File: config.mk
export PLATFORM = sky130hd
export DESIGN_NAME = periodic_report_ack_scheduler
export DESIGN_NICKNAME = d
export VERILOG_FILES = /design/src/sv/pras_pkg.sv /design/src/sv/periodic_report_ack_scheduler.sv /design/src/sv/pras_regs.sv /design/src/sv/pras_core.sv
export SDC_FILE = /design/constraint.sdc
export NUM_CORES = 1
export LEC_CHECK = 0
export BUFFER_PORTS_ARGS = -buffer_cell sky130_fd_sc_hd__buf_2
export CAP_MARGIN = 25
export CORE_UTILIZATION = 40
export CTS_CLUSTER_SIZE = 40
export DETAILED_ROUTE_END_ITERATION = 10
export REMOVE_ABC_BUFFERS = 1
export SYNTH_ARGS = -nofsm -noshare
export SYNTH_HDL_FRONTEND = slang
export SYNTH_HIERARCHICAL = 1
export SYNTH_SLANG_ARGS = --single-unit
File: constraint.sdc
create_clock -name clk -period 8.5 [get_ports clk]
set_input_delay 1.275 -clock clk [delete_from_list [all_inputs] [get_ports clk]]
set_output_delay 1.275 -clock clk [all_outputs]
set_load 0.02 [all_outputs]
File: src/sv/pras_pkg.sv
// Shared types and constants for the periodic report ack scheduler.
`timescale 1ns / 1ps
`default_nettype none

package pras_pkg;

    localparam int unsigned APB_ADDR_W = 3;
    localparam int unsigned APB_DATA_W = 32;

    localparam logic [15:0] DEFAULT_PERIOD_S = 16'd60;
    localparam logic [31:0] TIMEOUT_RESET_MS = 32'd1000;
    localparam logic [7:0]  STATUS_SUCCESS   = 8'hFF;

    typedef enum logic [1:0] {
        ACT_SEC_TICK = 2'd0,
        ACT_MS_TICK  = 2'd1,
        ACT_PROCESS  = 2'd2,
        ACT_ACK      = 2'd3
    } action_t;

    typedef enum logic {
        REG_UPLOAD_PERIOD = 1'b0,
        REG_ACK_TIMEOUT   = 1'b1
    } reg_index_t;

    typedef struct packed {
        logic [1:0]  action;
        logic [15:0] tick_ms;
        logic        ack_has_status;
        logic [7:0]  ack_status;
    } req_t;

    typedef struct packed {
        logic        send_report;
        logic [31:0] report_timestamp;
        logic        waiting_ack;
        logic        timeout_event;
        logic        ack_error_event;
        logic [31:0] errors_total;
    } rsp_t;

    typedef struct packed {
        logic [15:0] upload_period_s;
        logic [31:0] ack_limit_ms;
    } cfg_t;

endpackage

`default_nettype wire

File: src/sv/periodic_report_ack_scheduler.sv
// Usage: events (second tick, millisecond tick, process, ack) enter on the
// req channel as valid/ready beats, one per cycle while rsp_ready is high.
// Each event yields exactly one result beat on the rsp channel, in order:
// whether a report is sent now, the seconds timestamp, the ack wait flag,
// the timeout and failed-ack flags and the running error count.
// An accepted event is held in the input register; the scheduler state and
// the result register are updated together when it advances, which it does
// when the result register is empty or its beat is being taken.
// Throughput is one event per cycle while rsp_ready is high; the state
// update between the input and result registers is combinational.
// When rsp_ready is low the result register holds; the input register fills
// behind it and req_ready drops only when both are full.
// Reset clears all scheduler state, empties both registers, sets the period
// register to zero (meaning sixty seconds) and the ack timeout to 1000 ms.
// The APB port holds the period at address 0 and the timeout at address 4;
// write it only while no event is in flight.
`timescale 1ns / 1ps
`default_nettype none

module periodic_report_ack_scheduler (
    input  wire logic                                clk,
    input  wire logic                                rst_n,
    input  wire logic                                req_valid,
    output logic                                     req_ready,
    input  pras_pkg::req_t                           req,
    output logic                                     rsp_valid,
    input  wire logic                                rsp_ready,
    output pras_pkg::rsp_t                           rsp,
    input  wire logic                                psel,
    input  wire logic                                penable,
    input  wire logic                                pwrite,
    input  wire logic [pras_pkg::APB_ADDR_W-1:0]     paddr,
    input  wire logic [pras_pkg::APB_DATA_W-1:0]     pwdata,
    output logic      [pras_pkg::APB_DATA_W-1:0]     prdata,
    output logic                                     pready
);

    pras_pkg::cfg_t  cfg;
    pras_pkg::req_t  s1_item_reg;
    logic            s1_valid_reg;
    pras_pkg::rsp_t  rsp_reg;
    logic            rsp_valid_reg;
    pras_pkg::rsp_t  core_result;
    logic            s1_advance;
    logic            req_beat;

    pras_regs u_regs (
        .clk     (clk),
        .rst_n   (rst_n),
        .psel    (psel),
        .penable (penable),
        .pwrite  (pwrite),
        .paddr   (paddr),
        .pwdata  (pwdata),
        .prdata  (prdata),
        .pready  (pready),
        .cfg     (cfg)
    );

    pras_core u_core (
        .clk     (clk),
        .rst_n   (rst_n),
        .step_en (s1_advance),
        .item    (s1_item_reg),
        .cfg     (cfg),
        .result  (core_result)
    );

    assign s1_advance = s1_valid_reg && (!rsp_valid_reg || rsp_ready);
    assign req_ready  = !s1_valid_reg || !rsp_valid_reg || rsp_ready;
    assign req_beat   = req_valid && req_ready;

    always_ff @(posedge clk or negedge rst_n)
    begin
        if (!rst_n)
        begin
            s1_valid_reg  <= 1'b0;
            rsp_valid_reg <= 1'b0;
        end
        else
        begin
            if (req_beat)
            begin
                s1_valid_reg <= 1'b1;
            end
            else if (s1_advance)
            begin
                s1_valid_reg <= 1'b0;
            end

            if (s1_advance)
            begin
                rsp_valid_reg <= 1'b1;
            end
            else if (rsp_ready)
            begin
                rsp_valid_reg <= 1'b0;
            end
        end
    end

    always_ff @(posedge clk)
    begin
        if (req_beat)
        begin
            s1_item_reg <= req;
        end
        if (s1_advance)
        begin
            rsp_reg <= core_result;
        end
    end

    assign rsp_valid = rsp_valid_reg;
    assign rsp       = rsp_reg;

    // A report that was just sent always leaves the block waiting for its ack.
    a_send_waits: assert property (@(posedge clk) disable iff (!rst_n)
        rsp_valid && rsp.send_report |-> rsp.waiting_ack)
        else $error("send_report without waiting_ack");

    // A timeout or a failed ack always ends the wait.
    a_error_ends_wait: assert property (@(posedge clk) disable iff (!rst_n)
        rsp_valid && (rsp.timeout_event || rsp.ack_error_event) |-> !rsp.waiting_ack)
        else $error("error event while still waiting");

    // An empty result register never blocks the input side.
    a_ready_when_empty: assert property (@(posedge clk) disable iff (!rst_n)
        !rsp_valid_reg |-> req_ready)
        else $error("input stalled with empty result register");

    // Every event that leaves the input register lands in the result register.
    a_advance_fills: assert property (@(posedge clk) disable iff (!rst_n)
        s1_advance |=> rsp_valid_reg)
        else $error("result beat lost");

endmodule

`default_nettype wire

File: src/sv/pras_regs.sv
// APB configuration registers: report period and ack timeout.
`timescale 1ns / 1ps
`default_nettype none

module pras_regs (
    input  wire logic                                clk,
    input  wire logic                                rst_n,
    input  wire logic                                psel,
    input  wire logic                                penable,
    input  wire logic                                pwrite,
    input  wire logic [pras_pkg::APB_ADDR_W-1:0]     paddr,
    input  wire logic [pras_pkg::APB_DATA_W-1:0]     pwdata,
    output logic      [pras_pkg::APB_DATA_W-1:0]     prdata,
    output logic                                     pready,
    output pras_pkg::cfg_t                           cfg
);

    logic [15:0]            period_reg;
    logic [31:0]            timeout_reg;
    logic                   wr_en;
    pras_pkg::reg_index_t   reg_sel;

    assign pready  = 1'b1;
    assign wr_en   = psel && penable && pwrite;
    assign reg_sel = pras_pkg::reg_index_t'(paddr[2]);

    always_ff @(posedge clk or negedge rst_n)
    begin
        if (!rst_n)
        begin
            period_reg  <= '0;
            timeout_reg <= pras_pkg::TIMEOUT_RESET_MS;
        end
        else if (wr_en)
        begin
            case (reg_sel)
                pras_pkg::REG_UPLOAD_PERIOD: period_reg  <= pwdata[15:0];
                pras_pkg::REG_ACK_TIMEOUT:   timeout_reg <= pwdata[31:0];
                default:                     period_reg  <= period_reg;
            endcase
        end
    end

    always_comb
    begin
        case (reg_sel)
            pras_pkg::REG_UPLOAD_PERIOD: prdata = {16'd0, period_reg};
            pras_pkg::REG_ACK_TIMEOUT:   prdata = timeout_reg;
            default:                     prdata = '0;
        endcase
    end

    assign cfg.upload_period_s = period_reg;
    assign cfg.ack_limit_ms    = timeout_reg;

endmodule

`default_nettype wire

File: src/sv/pras_core.sv
// Scheduler state and the combinational update for one event.
`timescale 1ns / 1ps
`default_nettype none

module pras_core (
    input  wire logic           clk,
    input  wire logic           rst_n,
    input  wire logic           step_en,
    input  pras_pkg::req_t      item,
    input  pras_pkg::cfg_t      cfg,
    output pras_pkg::rsp_t      result
);

    logic [31:0] stamp_reg,     stamp_next;
    logic [15:0] period_cnt_reg, period_cnt_next;
    logic        pending_reg,   pending_next;
    logic        waiting_reg,   waiting_next;
    logic [31:0] wait_ms_reg,   wait_ms_next;
    logic [31:0] err_total_reg, err_total_next;

    logic [15:0] period;
    logic [16:0] cnt_inc;
    logic [31:0] wait_sum;
    logic        sent;
    logic        timed_out;
    logic        ack_err;

    assign period   = (cfg.upload_period_s == 16'd0) ? pras_pkg::DEFAULT_PERIOD_S
                                                     : cfg.upload_period_s;
    assign cnt_inc  = {1'b0, period_cnt_reg} + 17'd1;
    assign wait_sum = wait_ms_reg + {16'd0, item.tick_ms};

    always_comb
    begin
        stamp_next      = stamp_reg;
        period_cnt_next = period_cnt_reg;
        pending_next    = pending_reg;
        waiting_next    = waiting_reg;
        wait_ms_next    = wait_ms_reg;
        err_total_next  = err_total_reg;
        sent            = 1'b0;
        timed_out       = 1'b0;
        ack_err         = 1'b0;
        case (item.action)
            pras_pkg::ACT_SEC_TICK:
            begin
                stamp_next = stamp_reg + 32'd1;
                if (cnt_inc >= {1'b0, period})
                begin
                    period_cnt_next = '0;
                    pending_next    = 1'b1;
                end
                else
                begin
                    period_cnt_next = cnt_inc[15:0];
                end
            end
            pras_pkg::ACT_MS_TICK:
            begin
                if (waiting_reg)
                begin
                    wait_ms_next = wait_sum;
                    // The sum wraps at 32 bits before it is compared.
                    if (wait_sum >= cfg.ack_limit_ms)
                    begin
                        waiting_next   = 1'b0;
                        wait_ms_next   = '0;
                        err_total_next = err_total_reg + 32'd1;
                        timed_out      = 1'b1;
                    end
                end
            end
            pras_pkg::ACT_PROCESS:
            begin
                if (!waiting_reg && pending_reg)
                begin
                    waiting_next = 1'b1;
                    wait_ms_next = '0;
                    pending_next = 1'b0;
                    sent         = 1'b1;
                end
            end
            pras_pkg::ACT_ACK:
            begin
                if (item.ack_has_status && waiting_reg)
                begin
                    waiting_next = 1'b0;
                    wait_ms_next = '0;
                    if (item.ack_status != pras_pkg::STATUS_SUCCESS)
                    begin
                        err_total_next = err_total_reg + 32'd1;
                        ack_err        = 1'b1;
                    end
                end
            end
            default:
            begin
                stamp_next = stamp_reg;
            end
        endcase
    end

    always_ff @(posedge clk or negedge rst_n)
    begin
        if (!rst_n)
        begin
            stamp_reg      <= '0;
            period_cnt_reg <= '0;
            pending_reg    <= 1'b0;
            waiting_reg    <= 1'b0;
            wait_ms_reg    <= '0;
            err_total_reg  <= '0;
        end
        else if (step_en)
        begin
            stamp_reg      <= stamp_next;
            period_cnt_reg <= period_cnt_next;
            pending_reg    <= pending_next;
            waiting_reg    <= waiting_next;
            wait_ms_reg    <= wait_ms_next;
            err_total_reg  <= err_total_next;
        end
    end

    assign result.send_report      = sent;
    assign result.report_timestamp = stamp_next;
    assign result.waiting_ack      = waiting_next;
    assign result.timeout_event    = timed_out;
    assign result.ack_error_event  = ack_err;
    assign result.errors_total     = err_total_next;

endmodule

`default_nettype wire

==> results.md <==
* Run status: complete, no violations
* Compound-gate portion of the synthesized area at between 10% and 20%
* H-tree Lvls at 1
* Register-to-Register Path Depth at 17
* Detailed-route DRC error count at 0
* Most area-consuming cells after synthesis: sky130_fd_sc_hd__dfrtp_1, sky130_fd_sc_hd__edfxtp_1, sky130_fd_sc_hd__xnor2_1
* Total wire length after detailed routing at roughly 32,000 µm
* Number of antenna violations at the first check in global routing at 0
* Unrepaired setup endpoints after global routing: false
* Leading cell types in the layout, fill and taps excluded: sky130_fd_sc_hd__buf_2, sky130_fd_sc_hd__dfrtp_1, sky130_fd_sc_hd__nand2_1
* Detailed Place HPWL at about 23,000 µm
* # clock sinks at 259
* Post-route setup TNS at 0 ps
* Seq/Total Area, Yosys at between 40% and 50%
* Fraction of registers with async set or reset after synthesis at 63.3%
* Clk Latency, worst-skew pair at 550 ps
* Startpoint type of the worst setup path: register
* Setup repair bufs after CTS at 0
* Wire length per cell after detailed routing at 16.3 µm
* Combinational family with the most area after synthesis: simple AND/OR/NAND/NOR gates
* Power Dens Cells at around 260 nW/µm²
* Cell chain of the critical path: ha_1 -> a21o_1 -> nor4b_1 -> o31ai_1 -> and2_1 -> a41oi_1 -> nor2_1 -> xor2_1 -> ha_1 -> a21oi_1 -> o21a_1 -> o211ai_1 -> a2111oi_0 -> o41ai_4 -> or2_0 -> or4_1 -> nand3_1
* Number of buffers inserted during clock tree synthesis at 30
* Worst path depth at 17
* Number of slew-limit violations in the final report at 0
* Worst slew margin relative to its limit at ~33%
* Gate family responsible for the most delay along the worst path: compound AO/OA/AOI/OAI gates
* Largest stage delay on the critical path at 820 ps
* Yosys warnings at 6
* Number of resized instances in the post-cts repair step at 0
* Avg Inst Size Synth at 10.6 µm²
* Most frequent cell on the critical path: sky130_fd_sc_hd__ha_1
* Antenna diode count at 0
* Main synth FF type: sky130_fd_sc_hd__dfrtp_1
* Largest net degree at the start of global routing at around 100
* Number of buffer cells added on primary ports at 168
* Largest area contributor in the netlist: sky130_fd_sc_hd__dfrtp_1
* Total Die Area at ~37,000 µm²
* Highest net fanout along the worst path at 15
* Adder-cell share of the synthesized area at about 6%
* Required time at the endpoint of the critical path at 8980 ps
* Tot Pwr at ~0.0042 W
* Synthesized-area fraction occupied by xor and xnor cells at a little under a tenth
* Library cells used by synthesis at 77
* Pleak at approximately 7.4 nW
* Pre-Repair DR Iteration Count at 5
* Hold buffers post-CTS at 0
* Total of endpoints with negative setup slack in the final report at 0
* Worst hold path type: reg -> reg
* Total routing usage reported by global routing at between 10% and 20%
* Post-Route Utilization at ~48%
* Post-route fraction of the period consumed by the critical path at ~69%
* Buffers and inverters on the worst path at 0
* Leading cell type in the layout, fill and taps excluded: sky130_fd_sc_hd__buf_2
* Vias post-DR at 10,487
* Post-Synth Simple-Gate Area at ~16%
* Die boundary width at 191 µm
* Average via count per standard cell at roughly 5.3
* Post-layout minimum cycle time at 5860 ps
* Post-Route Skew at ~14 ps
* Total standard cell area after synthesis at about 14,000 µm²
* Number of rows in the core area at just under 70
* Area growth from synthesis to final layout at 15.6%
* Number of I/O pins at 172
* Yosys top cell area share at 27.6%
* Die Ht at approximately 190 µm
* Placeable Area at approximately 35,000 µm²
* Global-route congestion overflow total at 0
* Pre-CTS setup slack at about 2600 ps
* Worst-case register-to-register setup slack at approximately 2600 ps
* Slew at the pin closest to its max-slew limit at 1000 ps
* RePlAce Congestion at 0.863
* Setup ws final at about 2600 ps
* Final ANT Viol Nets at 0
* Starting Density at 41.1%
* Kind of critical path: reg -> reg
* Worst IR Drop VDD at 0.163 mV
* Post-synth EDFFs at between 90 and 100
* Count of mapped cells out of synthesis at 1,354
* Crit path max-delay cell type: sky130_fd_sc_hd__a41oi_1
* Wire length of the first global-routing pass at approximately 52,000 µm
* Number of nets in the layout at 1,642
* Maximum operating frequency at around 170 MHz
* Vias in the first global route at just over 10,000
* Count of endpoints failing hold in the final timing report at 0
* Maximum capacitance violations at 0
* Count of routing violations after the opening detailed-route iteration at 591
* Register bit total from synthesis at between 200 and 300
* Worst Path Arrival at ~6300 ps
* Fraction of layout instances using a drive strength above 1 at about a fifth
* Hold-critical path depth at 2
* Post-synthesis mux area share at roughly 5.7%
* Clock transition time at the flip-flop clock pins of the worst setup and hold paths at around 60 ps
* Flip-flop count of the largest register after layout at approximately 70
* Critical path endpoint category: register
* Clock Tree Root: sky130_fd_sc_hd__clkbuf_16
* Maximum number of buffers from clock root to sink at 3
* CTS tree: yes
Yosys cell counts, types with 12 or more instances:
master                     instances
sky130_fd_sc_hd__nand3_1          56
sky130_fd_sc_hd__nand2_1         152
sky130_fd_sc_hd__a22o_1           15
sky130_fd_sc_hd__mux2_2           56
sky130_fd_sc_hd__a21o_1           17
sky130_fd_sc_hd__o21a_1           12
sky130_fd_sc_hd__ha_1             67
sky130_fd_sc_hd__o21ai_0          60
sky130_fd_sc_hd__nand4_1          34
sky130_fd_sc_hd__xor2_1           55
sky130_fd_sc_hd__clkbuf_1         41
sky130_fd_sc_hd__and2_1           29
sky130_fd_sc_hd__and3_1           31
sky130_fd_sc_hd__xnor2_1         101
sky130_fd_sc_hd__nor2_1           64
sky130_fd_sc_hd__edfxtp_1         95
sky130_fd_sc_hd__a21oi_1          43
sky130_fd_sc_hd__inv_1            66
sky130_fd_sc_hd__nor3_1           23
sky130_fd_sc_hd__dfrtp_1         158
tightest hold or removal path, stage by stage, from the launching register on:
cell and delay [ps]:
sky130_fd_sc_hd__dfrtp_1 340, sky130_fd_sc_hd__nand2_1 50, sky130_fd_sc_hd__o21ai_0 60
layer usage:
layer  wire (µm)  part of all wire, %  track usage [%]  vias up
met5           0                    0                0        -
met4         787                  2.4             5.13        0
met3        1520                  4.7             2.31       42
met2       15100                   47             29.6      262
met1       14900                   46             23.9     5060
li1            -                    -                -     5123
cell type report:
| cell class | instances | area [µm²] |
|---|---|---|
| multi-input cells | 967 | 6860 |
| well taps | 455 | 569 |
| clock inverters | 8 | 71.3 |
| fillers | 3301 | 18300 |
| clock buffers | 48 | 910 |
| flip-flops and latches | 259 | 6960 |
| repair buffers | 180 | 961 |
| inverters | 67 | 251 |
where the power goes:
part | leakage [nW] | switching, W | internal, W
Clock | 0.479 | 0.000503 | 0.000759
Sequential | 3.06 | 0.000172 | 0.00150
Combinational | 3.84 | 0.000770 | 0.000544
stage by stage:
step                      cells  hold WS [ps]  cell area [µm²]
after floorplan            1293           450            14000
after global placement     1926           462            15600
after detailed placement   1926           471            15600
after CTS                  1982           484            16600
after global routing       1984           517            16600
final                      1984           480            16600
logic make-up after synthesis:
logic type,count (synthesis)
simple gates,447
fa+ha+maj,68
buf+inv,128
flops,259
xor+xnor,156
mux,70
other cells,1
compound gates,225
worst paths after layout:
path                                           startpoint                         to
worst max-delay path                      s1_item_reg[17]     u_core/wait_ms_reg[31]
min in group asynchronous                           rst_n     u_regs/timeout_reg[21]
worst min-delay path            u_core/period_cnt_reg[15]  u_core/period_cnt_reg[15]
worst min register to register  u_core/period_cnt_reg[15]  u_core/period_cnt_reg[15]
worst max register to register            s1_item_reg[17]     u_core/wait_ms_reg[31]
max in group asynchronous                           rst_n   u_core/err_total_reg[26]
Note: power is estimated with default switching activity, not from simulation.
